**src/rtl/pid_lqr_motor_angle_step_core_defines.svh**
```systemverilog
// Assertion macros for the motor angle step controller.
`ifndef PID_LQR_MOTOR_ANGLE_STEP_CORE_DEFINES_SVH
`define PID_LQR_MOTOR_ANGLE_STEP_CORE_DEFINES_SVH
`ifndef SYNTHESIS
`define PLQ_ASSERT_IMP(lbl, ante, cons) \
  lbl: assert property (@(posedge clk) disable iff (!rst_n) (ante) |-> (cons)) \
    else $error("implication check failed");
`define PLQ_ASSERT_NXT(lbl, ante, cons) \
  lbl: assert property (@(posedge clk) disable iff (!rst_n) (ante) |=> (cons)) \
    else $error("next-cycle check failed");
`else
`define PLQ_ASSERT_IMP(lbl, ante, cons)
`define PLQ_ASSERT_NXT(lbl, ante, cons)
`endif
`endif

```
**src/rtl/pidlqr_pkg.sv**
```systemverilog
// Shared constants and types for the motor angle step controller.
package pidlqr_pkg;

  localparam int unsigned DataW    = 16;
  localparam int unsigned VelW     = 17;
  localparam int unsigned SumW     = 48;
  localparam int unsigned AccW     = 64;
  localparam int unsigned UW       = 40;
  localparam int unsigned IntW     = 34;
  localparam int unsigned DivW     = 33;
  localparam int unsigned MulSteps = 16;
  localparam int unsigned MulCntW  = $clog2(MulSteps);
  localparam int unsigned DivCntW  = $clog2(DivW);
  localparam int unsigned CfgIdxW  = 3;

  localparam logic [DataW-1:0] MinDt = 16'd7;

  // Register reset values
  localparam logic [DataW-1:0] KpRst     = 16'd13107;
  localparam logic [DataW-1:0] KiRst     = 16'd492;
  localparam logic [DataW-1:0] KdRst     = 16'd1638;
  localparam logic [DataW-1:0] KfbRst    = 16'd11993;
  localparam logic [DataW-1:0] TargetRst = 16'd5376;
  localparam logic [DataW-1:0] MaxVelRst = 16'd768;
  localparam logic [DataW-1:0] AngMinRst = 16'd2560;
  localparam logic [DataW-1:0] AngMaxRst = 16'd43520;
  localparam logic [DataW-1:0] AngleRst  = 16'd11520;

  localparam logic signed [SumW-1:0] SumMax = {1'b0, {(SumW-1){1'b1}}};
  localparam logic signed [SumW-1:0] SumMin = {1'b1, {(SumW-1){1'b0}}};
  localparam logic signed [34:0]     StepRound = 35'sd32768;

  typedef logic [CfgIdxW-1:0] cfg_idx_t;
  localparam cfg_idx_t RegKp     = 3'd0;
  localparam cfg_idx_t RegKi     = 3'd1;
  localparam cfg_idx_t RegKd     = 3'd2;
  localparam cfg_idx_t RegKfb    = 3'd3;
  localparam cfg_idx_t RegTarget = 3'd4;
  localparam cfg_idx_t RegMaxVel = 3'd5;
  localparam cfg_idx_t RegAngMin = 3'd6;
  localparam cfg_idx_t RegAngMax = 3'd7;

  typedef enum logic [3:0] {
    ST_IDLE = 4'b0001,
    ST_MUL  = 4'b0010,
    ST_POST = 4'b0100,
    ST_OUT  = 4'b1000
  } state_t;

  typedef enum logic [2:0] {
    OP_EDT = 3'd0,
    OP_INT = 3'd1,
    OP_KP  = 3'd2,
    OP_FB  = 3'd3,
    OP_KD  = 3'd4,
    OP_VDT = 3'd5
  } op_t;

endpackage

```
**src/rtl/pid_lqr_motor_angle_step_core.sv**
```systemverilog
// Top level of the PID plus state-feedback motor angle step controller.
//
//  channel | direction | handshake          | payload
//  in_     | input     | in_valid/in_stall  | goal_angle, time_step
//  out_    | output    | out_valid/out_stall| velocity, angle, velocity_limited, angle_limited
//  cfg_    | input     | cfg_valid/cfg_ready| cfg_index, cfg_data
//
// An item passes through an accept state, six products on the 16-step shift-add multiplier
// (each followed by a post state) and a result state that loads the output register.
// The 33-step restoring divider for the derivative runs alongside the first products.
// Reset is synchronous; control and kept state take their reset values at once, no clearing pass.
// A stalled result waits in the output register while the next item is computed;
// the block only holds in the result cycle if the previous result is still untaken.
`include "pid_lqr_motor_angle_step_core_defines.svh"

module pid_lqr_motor_angle_step_core (
  input  logic                                  clk,
  input  logic                                  rst_n,
  input  logic                                  in_valid,
  output logic                                  in_stall,
  input  logic [pidlqr_pkg::DataW-1:0]          in_goal_angle,
  input  logic [pidlqr_pkg::DataW-1:0]          in_time_step,
  output logic                                  out_valid,
  input  logic                                  out_stall,
  output logic signed [pidlqr_pkg::VelW-1:0]    out_velocity,
  output logic [pidlqr_pkg::DataW-1:0]          out_angle,
  output logic                                  out_velocity_limited,
  output logic                                  out_angle_limited,
  input  logic                                  cfg_valid,
  output logic                                  cfg_ready,
  input  pidlqr_pkg::cfg_idx_t                  cfg_index,
  input  logic [pidlqr_pkg::DataW-1:0]          cfg_data
);

  // Configuration registers
  logic [pidlqr_pkg::DataW-1:0] kp_r, kp_nxt, ki_r, ki_nxt, kd_r, kd_nxt, kfb_r, kfb_nxt;
  logic [pidlqr_pkg::DataW-1:0] target_r, target_nxt, max_vel_r, max_vel_nxt;
  logic [pidlqr_pkg::DataW-1:0] ang_min_r, ang_min_nxt, ang_max_r, ang_max_nxt;

  // Kept state
  logic [pidlqr_pkg::DataW-1:0]         angle_now_r, angle_now_nxt;
  logic signed [pidlqr_pkg::SumW-1:0]   es_r, es_nxt;
  logic signed [pidlqr_pkg::VelW-1:0]   prev_err_r, prev_err_nxt;

  // Sequencer
  pidlqr_pkg::state_t state_r, state_nxt;
  pidlqr_pkg::op_t    op_r, op_nxt;

  // Per-item operands
  logic [pidlqr_pkg::DataW-1:0]         dt_r, dt_nxt, tgt_r, tgt_nxt;
  logic signed [pidlqr_pkg::VelW-1:0]   e_r, e_nxt;
  logic signed [pidlqr_pkg::IntW-1:0]   ui_r, ui_nxt;
  logic signed [pidlqr_pkg::VelW-1:0]   vel_r, vel_nxt;
  logic                                 vlim_r, vlim_nxt, alim_r, alim_nxt;

  // Shift-add multiplier
  logic signed [pidlqr_pkg::AccW-1:0]   mcand_r, mcand_nxt, acc_r, acc_nxt;
  logic [pidlqr_pkg::DataW-1:0]         mplier_r, mplier_nxt;
  logic [pidlqr_pkg::MulCntW-1:0]       mcnt_r, mcnt_nxt;

  // Restoring divider
  logic [pidlqr_pkg::DivW-1:0]          div_q_r, div_q_nxt;
  logic [pidlqr_pkg::DataW-1:0]         div_rem_r, div_rem_nxt;
  logic [pidlqr_pkg::DivCntW-1:0]       div_cnt_r, div_cnt_nxt;
  logic                                 div_busy_r, div_busy_nxt, div_neg_r, div_neg_nxt;

  // Output register
  logic                                 out_valid_r, out_valid_nxt;
  logic signed [pidlqr_pkg::VelW-1:0]   out_vel_r, out_vel_nxt;
  logic [pidlqr_pkg::DataW-1:0]         out_angle_r, out_angle_nxt;
  logic                                 out_vlim_r, out_vlim_nxt, out_alim_r, out_alim_nxt;

  // Datapath helpers
  logic signed [pidlqr_pkg::VelW-1:0]   e_now, s_val;
  logic signed [pidlqr_pkg::VelW:0]     diff;
  logic [pidlqr_pkg::VelW-1:0]          diff_mag;
  logic [pidlqr_pkg::DataW-1:0]         dt_in;
  logic signed [pidlqr_pkg::SumW:0]     sum_ext;
  logic signed [pidlqr_pkg::SumW-1:0]   sat_sum;
  logic [pidlqr_pkg::DataW:0]           div_shift, div_sub;
  logic                                 div_ge;
  logic signed [pidlqr_pkg::DivW:0]     q_ext, d_val;
  logic signed [pidlqr_pkg::UW-1:0]     u_c, maxv_c;
  logic signed [pidlqr_pkg::VelW-1:0]   vel_c;
  logic                                 vlim_c;
  logic signed [34:0]                   rnd_c;
  logic signed [18:0]                   step_c;
  logic signed [19:0]                   pos_raw, pos_lo, pos_c, amin_ext, amax_ext;
  logic                                 alim_c;

  assign in_stall  = (state_r != pidlqr_pkg::ST_IDLE);
  assign cfg_ready = 1'b1;

  assign out_valid            = out_valid_r;
  assign out_velocity         = out_vel_r;
  assign out_angle            = out_angle_r;
  assign out_velocity_limited = out_vlim_r;
  assign out_angle_limited    = out_alim_r;

  // Error terms and the divider's dividend magnitude
  always_comb begin
    e_now    = $signed({1'b0, target_r}) - $signed({1'b0, angle_now_r});
    s_val    = $signed({1'b0, tgt_r}) - $signed({1'b0, angle_now_r});
    diff     = $signed({e_now[pidlqr_pkg::VelW-1], e_now})
             - $signed({prev_err_r[pidlqr_pkg::VelW-1], prev_err_r});
    diff_mag = diff[pidlqr_pkg::VelW] ? pidlqr_pkg::VelW'(-diff) : diff[pidlqr_pkg::VelW-1:0];
    dt_in    = (in_time_step < pidlqr_pkg::MinDt) ? pidlqr_pkg::MinDt : in_time_step;
  end

  // Saturating integral update
  always_comb begin
    sum_ext = $signed({es_r[pidlqr_pkg::SumW-1], es_r}) + $signed(acc_r[pidlqr_pkg::SumW:0]);
    if (sum_ext[pidlqr_pkg::SumW] != sum_ext[pidlqr_pkg::SumW-1]) begin
      sat_sum = sum_ext[pidlqr_pkg::SumW] ? pidlqr_pkg::SumMin : pidlqr_pkg::SumMax;
    end else begin
      sat_sum = sum_ext[pidlqr_pkg::SumW-1:0];
    end
  end

  // One divider step and the signed quotient
  always_comb begin
    div_shift = {div_rem_r, div_q_r[pidlqr_pkg::DivW-1]};
    div_ge    = (div_shift >= {1'b0, dt_r});
    div_sub   = div_shift - {1'b0, dt_r};
    q_ext     = $signed({1'b0, div_q_r});
    d_val     = div_neg_r ? -q_ext : q_ext;
  end

  // Control sum and velocity clamp
  always_comb begin
    u_c    = pidlqr_pkg::UW'($signed(acc_r[52:14])) + pidlqr_pkg::UW'(ui_r);
    maxv_c = $signed({{(pidlqr_pkg::UW-pidlqr_pkg::DataW){1'b0}}, max_vel_r});
    vlim_c = 1'b1;
    if (u_c > maxv_c) begin
      vel_c = $signed({1'b0, max_vel_r});
    end else if (u_c < -maxv_c) begin
      vel_c = -$signed({1'b0, max_vel_r});
    end else begin
      vel_c  = u_c[pidlqr_pkg::VelW-1:0];
      vlim_c = 1'b0;
    end
  end

  // Rounded angle step and limit clamp; the upper limit wins when limits cross
  always_comb begin
    rnd_c    = $signed(acc_r[34:0]) + pidlqr_pkg::StepRound;
    step_c   = rnd_c[34:16];
    pos_raw  = $signed({4'b0, angle_now_r}) + 20'(step_c);
    amin_ext = $signed({4'b0, ang_min_r});
    amax_ext = $signed({4'b0, ang_max_r});
    pos_lo   = (pos_raw < amin_ext) ? amin_ext : pos_raw;
    pos_c    = (pos_lo > amax_ext) ? amax_ext : pos_lo;
    alim_c   = (pos_raw < amin_ext) || (pos_lo > amax_ext);
  end

  // Next-state logic
  always_comb begin
    kp_nxt        = kp_r;
    ki_nxt        = ki_r;
    kd_nxt        = kd_r;
    kfb_nxt       = kfb_r;
    target_nxt    = target_r;
    max_vel_nxt   = max_vel_r;
    ang_min_nxt   = ang_min_r;
    ang_max_nxt   = ang_max_r;
    angle_now_nxt = angle_now_r;
    es_nxt        = es_r;
    prev_err_nxt  = prev_err_r;
    state_nxt     = state_r;
    op_nxt        = op_r;
    dt_nxt        = dt_r;
    tgt_nxt       = tgt_r;
    e_nxt         = e_r;
    ui_nxt        = ui_r;
    vel_nxt       = vel_r;
    vlim_nxt      = vlim_r;
    alim_nxt      = alim_r;
    mcand_nxt     = mcand_r;
    acc_nxt       = acc_r;
    mplier_nxt    = mplier_r;
    mcnt_nxt      = mcnt_r;
    div_q_nxt     = div_q_r;
    div_rem_nxt   = div_rem_r;
    div_cnt_nxt   = div_cnt_r;
    div_busy_nxt  = div_busy_r;
    div_neg_nxt   = div_neg_r;
    out_valid_nxt = out_valid_r;
    out_vel_nxt   = out_vel_r;
    out_angle_nxt = out_angle_r;
    out_vlim_nxt  = out_vlim_r;
    out_alim_nxt  = out_alim_r;

    // Write a configuration register
    if (cfg_valid && cfg_ready) begin
      case (cfg_index)
        pidlqr_pkg::RegKp:     kp_nxt      = cfg_data;
        pidlqr_pkg::RegKi:     ki_nxt      = cfg_data;
        pidlqr_pkg::RegKd:     kd_nxt      = cfg_data;
        pidlqr_pkg::RegKfb:    kfb_nxt     = cfg_data;
        pidlqr_pkg::RegTarget: target_nxt  = cfg_data;
        pidlqr_pkg::RegMaxVel: max_vel_nxt = cfg_data;
        pidlqr_pkg::RegAngMin: ang_min_nxt = cfg_data;
        pidlqr_pkg::RegAngMax: ang_max_nxt = cfg_data;
        default: ;
      endcase
    end

    // Drop the result once taken
    if (out_valid_r && !out_stall) begin
      out_valid_nxt = 1'b0;
    end

    // Advance the divider one quotient bit
    if (div_busy_r) begin
      div_rem_nxt = div_ge ? div_sub[pidlqr_pkg::DataW-1:0]
                           : div_shift[pidlqr_pkg::DataW-1:0];
      div_q_nxt   = {div_q_r[pidlqr_pkg::DivW-2:0], div_ge};
      div_cnt_nxt = div_cnt_r + 1'b1;
      if (div_cnt_r == pidlqr_pkg::DivCntW'(pidlqr_pkg::DivW - 1)) begin
        div_busy_nxt = 1'b0;
      end
    end

    case (state_r)
      pidlqr_pkg::ST_IDLE: begin
        // Take an item, start e*dt and the derivative division
        if (in_valid) begin
          dt_nxt       = dt_in;
          tgt_nxt      = in_goal_angle;
          e_nxt        = e_now;
          div_q_nxt    = {diff_mag, {pidlqr_pkg::DataW{1'b0}}};
          div_rem_nxt  = '0;
          div_cnt_nxt  = '0;
          div_busy_nxt = 1'b1;
          div_neg_nxt  = diff[pidlqr_pkg::VelW];
          mcand_nxt    = pidlqr_pkg::AccW'(e_now);
          mplier_nxt   = dt_in;
          acc_nxt      = '0;
          mcnt_nxt     = '0;
          op_nxt       = pidlqr_pkg::OP_EDT;
          state_nxt    = pidlqr_pkg::ST_MUL;
        end
      end
      pidlqr_pkg::ST_MUL: begin
        // One multiplier bit per cycle
        if (mplier_r[0]) begin
          acc_nxt = acc_r + mcand_r;
        end
        mcand_nxt  = mcand_r <<< 1;
        mplier_nxt = mplier_r >> 1;
        mcnt_nxt   = mcnt_r + 1'b1;
        if (mcnt_r == pidlqr_pkg::MulCntW'(pidlqr_pkg::MulSteps - 1)) begin
          state_nxt = pidlqr_pkg::ST_POST;
        end
      end
      pidlqr_pkg::ST_POST: begin
        // Finish the product just formed and load the next one, or after the last go to the result state
        case (op_r)
          pidlqr_pkg::OP_EDT: begin
            es_nxt     = sat_sum;
            mcand_nxt  = pidlqr_pkg::AccW'(sat_sum);
            mplier_nxt = ki_r;
            acc_nxt    = '0;
            op_nxt     = pidlqr_pkg::OP_INT;
            state_nxt  = pidlqr_pkg::ST_MUL;
          end
          pidlqr_pkg::OP_INT: begin
            ui_nxt     = acc_r[pidlqr_pkg::AccW-1:30];
            mcand_nxt  = pidlqr_pkg::AccW'(e_r);
            mplier_nxt = kp_r;
            acc_nxt    = '0;
            op_nxt     = pidlqr_pkg::OP_KP;
            state_nxt  = pidlqr_pkg::ST_MUL;
          end
          pidlqr_pkg::OP_KP: begin
            mcand_nxt  = pidlqr_pkg::AccW'(s_val);
            mplier_nxt = kfb_r;
            op_nxt     = pidlqr_pkg::OP_FB;
            state_nxt  = pidlqr_pkg::ST_MUL;
          end
          pidlqr_pkg::OP_FB: begin
            // Hold until the quotient is ready
            if (!div_busy_r) begin
              mcand_nxt  = pidlqr_pkg::AccW'(d_val);
              mplier_nxt = kd_r;
              op_nxt     = pidlqr_pkg::OP_KD;
              state_nxt  = pidlqr_pkg::ST_MUL;
            end
          end
          pidlqr_pkg::OP_KD: begin
            vel_nxt    = vel_c;
            vlim_nxt   = vlim_c;
            mcand_nxt  = pidlqr_pkg::AccW'(vel_c);
            mplier_nxt = dt_r;
            acc_nxt    = '0;
            op_nxt     = pidlqr_pkg::OP_VDT;
            state_nxt  = pidlqr_pkg::ST_MUL;
          end
          pidlqr_pkg::OP_VDT: begin
            angle_now_nxt = pos_c[pidlqr_pkg::DataW-1:0];
            alim_nxt      = alim_c;
            prev_err_nxt  = e_r;
            state_nxt     = pidlqr_pkg::ST_OUT;
          end
          default: begin
            state_nxt = pidlqr_pkg::ST_IDLE;
          end
        endcase
      end
      pidlqr_pkg::ST_OUT: begin
        // Load the output register once it is free
        if (!out_valid_r || !out_stall) begin
          out_valid_nxt = 1'b1;
          out_vel_nxt   = vel_r;
          out_angle_nxt = angle_now_r;
          out_vlim_nxt  = vlim_r;
          out_alim_nxt  = alim_r;
          state_nxt     = pidlqr_pkg::ST_IDLE;
        end
      end
      default: begin
        state_nxt = pidlqr_pkg::ST_IDLE;
      end
    endcase
  end

  // Control and kept state, with synchronous reset
  always_ff @(posedge clk) begin
    if (!rst_n) begin
      kp_r        <= pidlqr_pkg::KpRst;
      ki_r        <= pidlqr_pkg::KiRst;
      kd_r        <= pidlqr_pkg::KdRst;
      kfb_r       <= pidlqr_pkg::KfbRst;
      target_r    <= pidlqr_pkg::TargetRst;
      max_vel_r   <= pidlqr_pkg::MaxVelRst;
      ang_min_r   <= pidlqr_pkg::AngMinRst;
      ang_max_r   <= pidlqr_pkg::AngMaxRst;
      angle_now_r <= pidlqr_pkg::AngleRst;
      es_r        <= '0;
      prev_err_r  <= '0;
      state_r     <= pidlqr_pkg::ST_IDLE;
      op_r        <= pidlqr_pkg::OP_EDT;
      mcnt_r      <= '0;
      div_cnt_r   <= '0;
      div_busy_r  <= 1'b0;
      out_valid_r <= 1'b0;
    end else begin
      kp_r        <= kp_nxt;
      ki_r        <= ki_nxt;
      kd_r        <= kd_nxt;
      kfb_r       <= kfb_nxt;
      target_r    <= target_nxt;
      max_vel_r   <= max_vel_nxt;
      ang_min_r   <= ang_min_nxt;
      ang_max_r   <= ang_max_nxt;
      angle_now_r <= angle_now_nxt;
      es_r        <= es_nxt;
      prev_err_r  <= prev_err_nxt;
      state_r     <= state_nxt;
      op_r        <= op_nxt;
      mcnt_r      <= mcnt_nxt;
      div_cnt_r   <= div_cnt_nxt;
      div_busy_r  <= div_busy_nxt;
      out_valid_r <= out_valid_nxt;
    end
  end

  // Datapath registers
  always_ff @(posedge clk) begin
    dt_r        <= dt_nxt;
    tgt_r       <= tgt_nxt;
    e_r         <= e_nxt;
    ui_r        <= ui_nxt;
    vel_r       <= vel_nxt;
    vlim_r      <= vlim_nxt;
    alim_r      <= alim_nxt;
    mcand_r     <= mcand_nxt;
    acc_r       <= acc_nxt;
    mplier_r    <= mplier_nxt;
    div_q_r     <= div_q_nxt;
    div_rem_r   <= div_rem_nxt;
    div_neg_r   <= div_neg_nxt;
    out_vel_r   <= out_vel_nxt;
    out_angle_r <= out_angle_nxt;
    out_vlim_r  <= out_vlim_nxt;
    out_alim_r  <= out_alim_nxt;
  end

  // Derivative product starts only on a finished quotient
  `PLQ_ASSERT_IMP(a_kd_after_div, state_r == pidlqr_pkg::ST_MUL && op_r == pidlqr_pkg::OP_KD, !div_busy_r)
  // Result cycle loads the output register and returns to idle
  `PLQ_ASSERT_NXT(a_out_load, state_r == pidlqr_pkg::ST_OUT && (!out_valid_r || !out_stall), out_valid_r && state_r == pidlqr_pkg::ST_IDLE)
  // A limited velocity sits exactly on a bound
  `PLQ_ASSERT_IMP(a_vlim_bound, out_valid_r && out_vlim_r, out_vel_r == $signed({1'b0, max_vel_r}) || out_vel_r == -$signed({1'b0, max_vel_r}))
  // Divider never runs past its last quotient bit
  `PLQ_ASSERT_IMP(a_div_cnt, div_busy_r, div_cnt_r < pidlqr_pkg::DivCntW'(pidlqr_pkg::DivW))

endmodule
```
**config.mk**
```make
export PLATFORM = sky130hd
export DESIGN_NAME = pid_lqr_motor_angle_step_core
export DESIGN_NICKNAME = d
export VERILOG_FILES = /design/src/rtl/pidlqr_pkg.sv /design/src/rtl/pid_lqr_motor_angle_step_core.sv
export VERILOG_INCLUDE_DIRS = /design/src /design/src/rtl
export SDC_FILE = /design/constraint.sdc
export NUM_CORES = 2
export LEC_CHECK = 0
export BUFFER_PORTS_ARGS = -buffer_cell sky130_fd_sc_hd__buf_2
export CAP_MARGIN = 20
export CORE_MARGIN = 5
export CORE_UTILIZATION = 55
export DETAILED_ROUTE_END_ITERATION = 7
export GPL_TIMING_DRIVEN = 1
export PLACE_DENSITY = 0.7
export SYNTH_ARGS = -nofsm -noshare
export SYNTH_HDL_FRONTEND = slang
export SYNTH_SLANG_ARGS = --single-unit
```
**constraint.sdc**
```tcl
create_clock -name clk -period 11.11 [get_ports clk]
set_input_delay 2.222 -clock clk [delete_from_list [all_inputs] [get_ports clk]]
set_output_delay 2.222 -clock clk [all_outputs]
set_load 0.01 [all_outputs]
```
# After elaboration in Yosys (flattened, before gate mapping)
# Cells that the tools add are included.
# Widths: inputs -> output; s select.
[word_totals] mem_bits_ro=0 elab_cells=164 inputBits=56 memories=0 latchBits=0 mem_bits_rw=0 register_bits=559 output_inout_bits=38
[classes] div_mod_pow=0 multipliers=0 reduce_logical=31 n_lt_le_gt_ge=6 shifts=0 mux=51 addsub=15 n_eq_ne=27 bitwise=0
[ops] cell="$pmux 64 s3" count=2
[ops] cell="$mux 64" count=5
[ops] cell="$pmux 64 s5" count=1
[ops] cell="$mux 16" count=8
[ops] cell="$mux 33" count=3
[ops] cell="$mux 48" count=2
[ops] cell="$pmux 16 s5" count=1
[ops] cell="$add 64x64->64" count=1
[ops] cell="$mux 17" count=3
[ops] cell="$add 48x49->49" count=1
[ops] cell="$pmux 16 s3" count=1
[ops] cell="$add 39x34->40" count=1
[ops] cell="$gt 40x17->1" count=1
[ops] cell="$lt 40x40->1" count=1
[ops] cell="$neg 16->40" count=1
[ops] cell="$add 35x17->35 const B" count=1
[ops] cell="$mux 34" count=1
[ops] cell="$neg 33->34" count=1
[ops] cell="$sub 16x16->17" count=2
[ops] cell="$reduce_and 2->1" count=15
[ops] cell="$add 17x19->20" count=1
[ops] cell="$gt 20x17->1" count=1
[ops] cell="$lt 20x17->1" count=1
[ops] cell="$mux 20" count=1
[ops] cell="39 further kinds" count=74

# Longest topological paths before layout
[logic_depth] depth_word=6 ltp_mapped=35 depth_no_buf=32

# Worst setup path before layout
# No wires, ideal clock.
[synth_timing] kind="input-to-reg" startpoint="in in_valid" endpoint="reg mcand_r[0] (netlist name), enable pin" cell_stages=3 n_path_buf=0 t_arrival_ns=7.880 setup_ns=0.617 setup_slack_ns=2.613 t_required_ns=10.493 cell_sequence="nand2b_1 -> nand2_1 -> nor3_1"
[synth_via] elab_chain_len=2
[synth_lines] item="start: declaration" line_no="pid_lqr_motor_angle_step_core.sv:19" source="input logic in_valid,"
[synth_lines] item="$ne 2x2->1 (no line)"
[synth_lines] item="$reduce_and 4->1 (no line)"
[synth_lines] item="end signal: assignment" line_no="pid_lqr_motor_angle_step_core.sv:377" source="mcand_r <= mcand_nxt;"
[synth_lines] item="end: declaration" line_no="pid_lqr_motor_angle_step_core.sv:57" source="logic signed [pidlqr_pkg::AccW-1:0] mcand_r, mcand_nxt, acc_r, acc_nxt;"
# No other way between the ends.
# A chain may end at the register's enable or synchronous reset.

# Worst setup path in the final report
[layout_timing] startpoint="reg acc_r[15] (netlist name)" endpoint="reg angle_now_r[10] (netlist name)"
[layout_via] elab_chain_len=6
[layout_lines] item="start: declaration" line_no="pid_lqr_motor_angle_step_core.sv:57"
[layout_lines] item="start signal: assignment" line_no="pid_lqr_motor_angle_step_core.sv:378" source="acc_r <= acc_nxt;"
[layout_lines] item="$add 35x17->35 *" line_no="pid_lqr_motor_angle_step_core.sv:146" source="rnd_c = $signed(acc_r[34:0]) + pidlqr_pkg::StepRound;"
[layout_lines] item="$add 17x19->20 *" line_no="pid_lqr_motor_angle_step_core.sv:148" source="pos_raw = $signed({4'b0, angle_now_r}) + 20'(step_c);"
[layout_lines] item="$lt 20x17->1" line_no="pid_lqr_motor_angle_step_core.sv:151" source="pos_lo = (pos_raw < amin_ext) ? amin_ext : pos_raw;"
[layout_lines] item="$mux 20 *" line_no="pid_lqr_motor_angle_step_core.sv:151"
[layout_lines] item="$gt 20x17->1" line_no="pid_lqr_motor_angle_step_core.sv:152" source="pos_c = (pos_lo > amax_ext) ? amax_ext : pos_lo;"
[layout_lines] item="$mux 16 *" line_no="pid_lqr_motor_angle_step_core.sv:152"
[layout_lines] item="end signal: assignment" line_no="pid_lqr_motor_angle_step_core.sv:338" source="angle_now_r <= pidlqr_pkg::AngleRst;"
[layout_lines] item="end signal: assignment" line_no="pid_lqr_motor_angle_step_core.sv:356" source="angle_now_r <= angle_now_nxt;"
[layout_lines] item="end: declaration" line_no="pid_lqr_motor_angle_step_core.sv:41" source="logic [pidlqr_pkg::DataW-1:0] angle_now_r, angle_now_nxt;"
# Mark *: on every way between the ends. The rest lies on a longest branch, timed or not.

==> out/results.tsv <==
stage	metric	value	unit
status	status	completed	
synth	Synth Register Bits	559	
setup_path	crit-path most repeated cell	ha_1	
layout	Layout Utilization	60.1	%
routing	drt wl/cell	23.1	um
layout	nets	4939	
synth	Yosys warning count	0	
power	Pwr per Cell Area	277	nW/um^2
setup_path	Largest stage delay, worst path	630	ps
die	I/O pin total	94	
synth	Netlist cell types	97	
timing	worst slew pin tran	1240	ps
place	DP Cell Count	5431	
power	Int Power	6.45	mW
clock_tree	clk buf depth	3	
routing	drt total wl	129	mm
timing	unrepaired setup endpoints after global routing	no	
clock_tree	postcts setup bufs	0	
clock_tree	# clock sinks	559	
global_routing	initial antenna violation count	8	
clock_tree	CTS tree	built	
synth	Mapped Nets	4962	
setup_path	CP max stage cell	o41ai_1	
timing	Hold Vio Cnt, Final	0	
global_routing	Total Routing Usage GR	31.8	%
global_routing	largest net degree at the start of global routing	88	
routing	Antenna Nets Post-Route	0	
routing	drt first pass iters	6	
setup_path	CP endpoint kind	flop	
layout	post-route cell area	42800	sq um
synth	Syn Inst Count	4569	
die	core area	71200	sq um
die	Die X	278	um
timing	number of setup violations in the final report	0	
timing	hold_ws	417	ps
layout	share of post-route cells with drive strength above 1	7.94	%
routing	via count	35300	
setup_path	CP Data Arrival Time	8290	ps
clock_tree	number of buffers created by CTS	61	
layout	filler cell count in the final layout	6367	
synth	Synth Cell Area	39400	sq um
power	switch share	45.7	%
layout	Layout area overhead	8.69	%
clock_tree	CTS root buf	clkbuf_16	
global_routing	number of global-route vias before repair	32400	
routing	DRC errors left	0	
setup_path	Crit Path Class	flop to flop	
global_routing	GRT overflow	0	
timing	period utilization	70.1	%
setup_path	crit start category	flop	
job	Max-Cap Viols	0	
place	placed cell area	40600	sq um
routing	First DRT Iteration DRCs	4299	
synth	average cell area after synthesis	8.62	sq um
power	Design Power	11.9	mW
power	Clock power frac	18.4	%
timing	FMAX	128	MHz
die	row count	98	
clock_tree	Reg clk slew, reported paths	70	ps
routing	Vias/cell	6.36	
power	Sw Pwr	5.42	mW
synth	Post-synth EDFFs	282	
clock_tree	clk_lat worst skew	670	ps
setup_path	crit path max fanout	29	
layout	highest-count cells in the layout ignoring fill and taps	564 x nand2_1, 359 x a21oi_1, 329 x ha_1	
place	post-DP HPWL	95.8	mm
timing	Slew HR	17.1	%
timing	max-slew violation count	0	
power	Reg power frac	26.8	%
power	Comb pwr share	54.8	%
clock_tree	post-cts resize count	0	
clock_tree	# H-tree levels	2	
place	PortBufs	92	
power	Max IR drop VDD	0.190	mV
die	die height	278	um
synth	Post-synth ARST share	0	%
die	Die ar.	77100	sq um
timing	Final Skew	53.9	ps
die	Initial Utilization	55.3	%
timing	PnR worst setup slack	3320	ps
power	LEAKAGE	17.0	nW
setup_path	Worst path top cell family by delay	compound AO/OA/AOI/OAI gates	
synth	Top FF cell, synth	edfxtp_1	
global_routing	first-pass GRT wire length	194	mm
setup_path	WP buf/inv	1	
place	Final GP Congestion	0.974	
synth	Seq/Total Area, Yosys	35.6	%
hold_path	Hold WC Path Type	flop to flop	
layout	Final Non-Filler Cells	5557	
timing	setup TNS	0	ps
timing	post-layout min period	7790	ps
clock_tree	Hold Buf Count CTS	0	
setup_path	Crit path required time	11610	ps
place	worst slack at placement	3380	ps
layout	commonest non-fill, non-tap cell in the layout	nand2_1	
power groups by stage:
| stage | logic [mW] | registers [mW] | clock network [mW] |
|---|---|---|---|
| floorplan | 4.72 | 3.05 | 0 |
| CTS | 6.37 | 3.16 | 2.20 |
| finish | 6.51 | 3.18 | 2.18 |
| detailed placement | 6.32 | 3.20 | 0 |
| global route | 7.12 | 3.20 | 2.28 |
| global placement | 6.28 | 3.18 | 0 |
state kept, by name, summed over array words and instances, names as in the netlist, 17 cells and up:
name,count
acc_r,64
mcand_r,64
es_r,48
ui_r,34
div_q_r,33
e_r,17
out_velocity,17
prev_err_r,17
vel_r,17
kinds of logic (layout without fill, tap and decap cells):
group                    Yosys count  after routing  share of synthesized area (%)
XOR/XNOR                         262            262                           5.83
multiplexers                      81             81                           2.12
AO/OA/AOI/OAI                   1441           1441                           24.1
other                              1              9                        0.00952
adder cells (fa/ha/maj)          342            342                           11.0
flip-flops                       559            559                           35.6
buffers and inverters            439            469                           4.40
AND/OR/NAND/NOR                 1444           1444                           17.0
layout make-up:
type / count / area, sq um / share of cell area, %
Antenna cell: 8 / 20.0 / 0.0468
Clock buffer: 75 / 1670 / 3.91
Clock inverter: 41 / 472 / 1.10
Inverter: 190 / 714 / 1.67
Multi-Input combinational cell: 3571 / 23700 / 55.4
Sequential cell: 559 / 14000 / 32.7
Tap cell: 950 / 1190 / 2.78
Timing Repair Buffer: 163 / 997 / 2.33
synth_stat cells (all sizes together) (51+ instances only):
cell    count  area, sq um
a21o      124          932
clkbuf    214          810
a22oi      51          383
xor2      115         1010
dfxtp     277         5550
nand2     564         2120
mux2i      61          611
nor3       79          395
a21boi    127          953
a31oi      51          325
inv       188          706
o21ai     318         1610
o211ai     59          443
nand4      64          400
ha        329         4120
edfxtp    282         8470
nor2      317         1190
a21oi     362         1820
nand3     125          626
nand2b     53          339
xnor2     147         1290
final timing paths:
kind,startpoint,endpoint,slack [ps],depth (start not counted)
worst min register to register,vel_r[0]$_DFFE_PP_,out_velocity[0]$_DFFE_PP_,420,0
worst max-delay path,acc_r[15]$_SDFFCE_PN0P_,angle_now_r[10]$_SDFFE_PN1P_,3320,30
worst min-delay path,vel_r[0]$_DFFE_PP_,out_velocity[0]$_DFFE_PP_,420,0
worst max register to register,acc_r[15]$_SDFFCE_PN0P_,angle_now_r[10]$_SDFFE_PN1P_,3320,30
worst reg2reg max path, delay by kind of cell, from the launching register on:
| family | cells | cell delay [ps] |
|---|---|---|
| adder cells (fa/ha/maj) | 5 | 1830 |
| flip-flops | 1 | 520 |
| buffers and inverters | 1 | 340 |
| XOR/XNOR | 2 | 420 |
| AO/OA/AOI/OAI | 14 | 3010 |
| multiplexers | 2 | 670 |
| AND/OR/NAND/NOR | 6 | 850 |
metal layers:
metal  track usage, %  wire length (um)
met1             46.8             57000
met2             47.6             54000
met3             7.20             14200
met4             8.04              3390
met5                0                13
(Power assumes the default switching activity.)
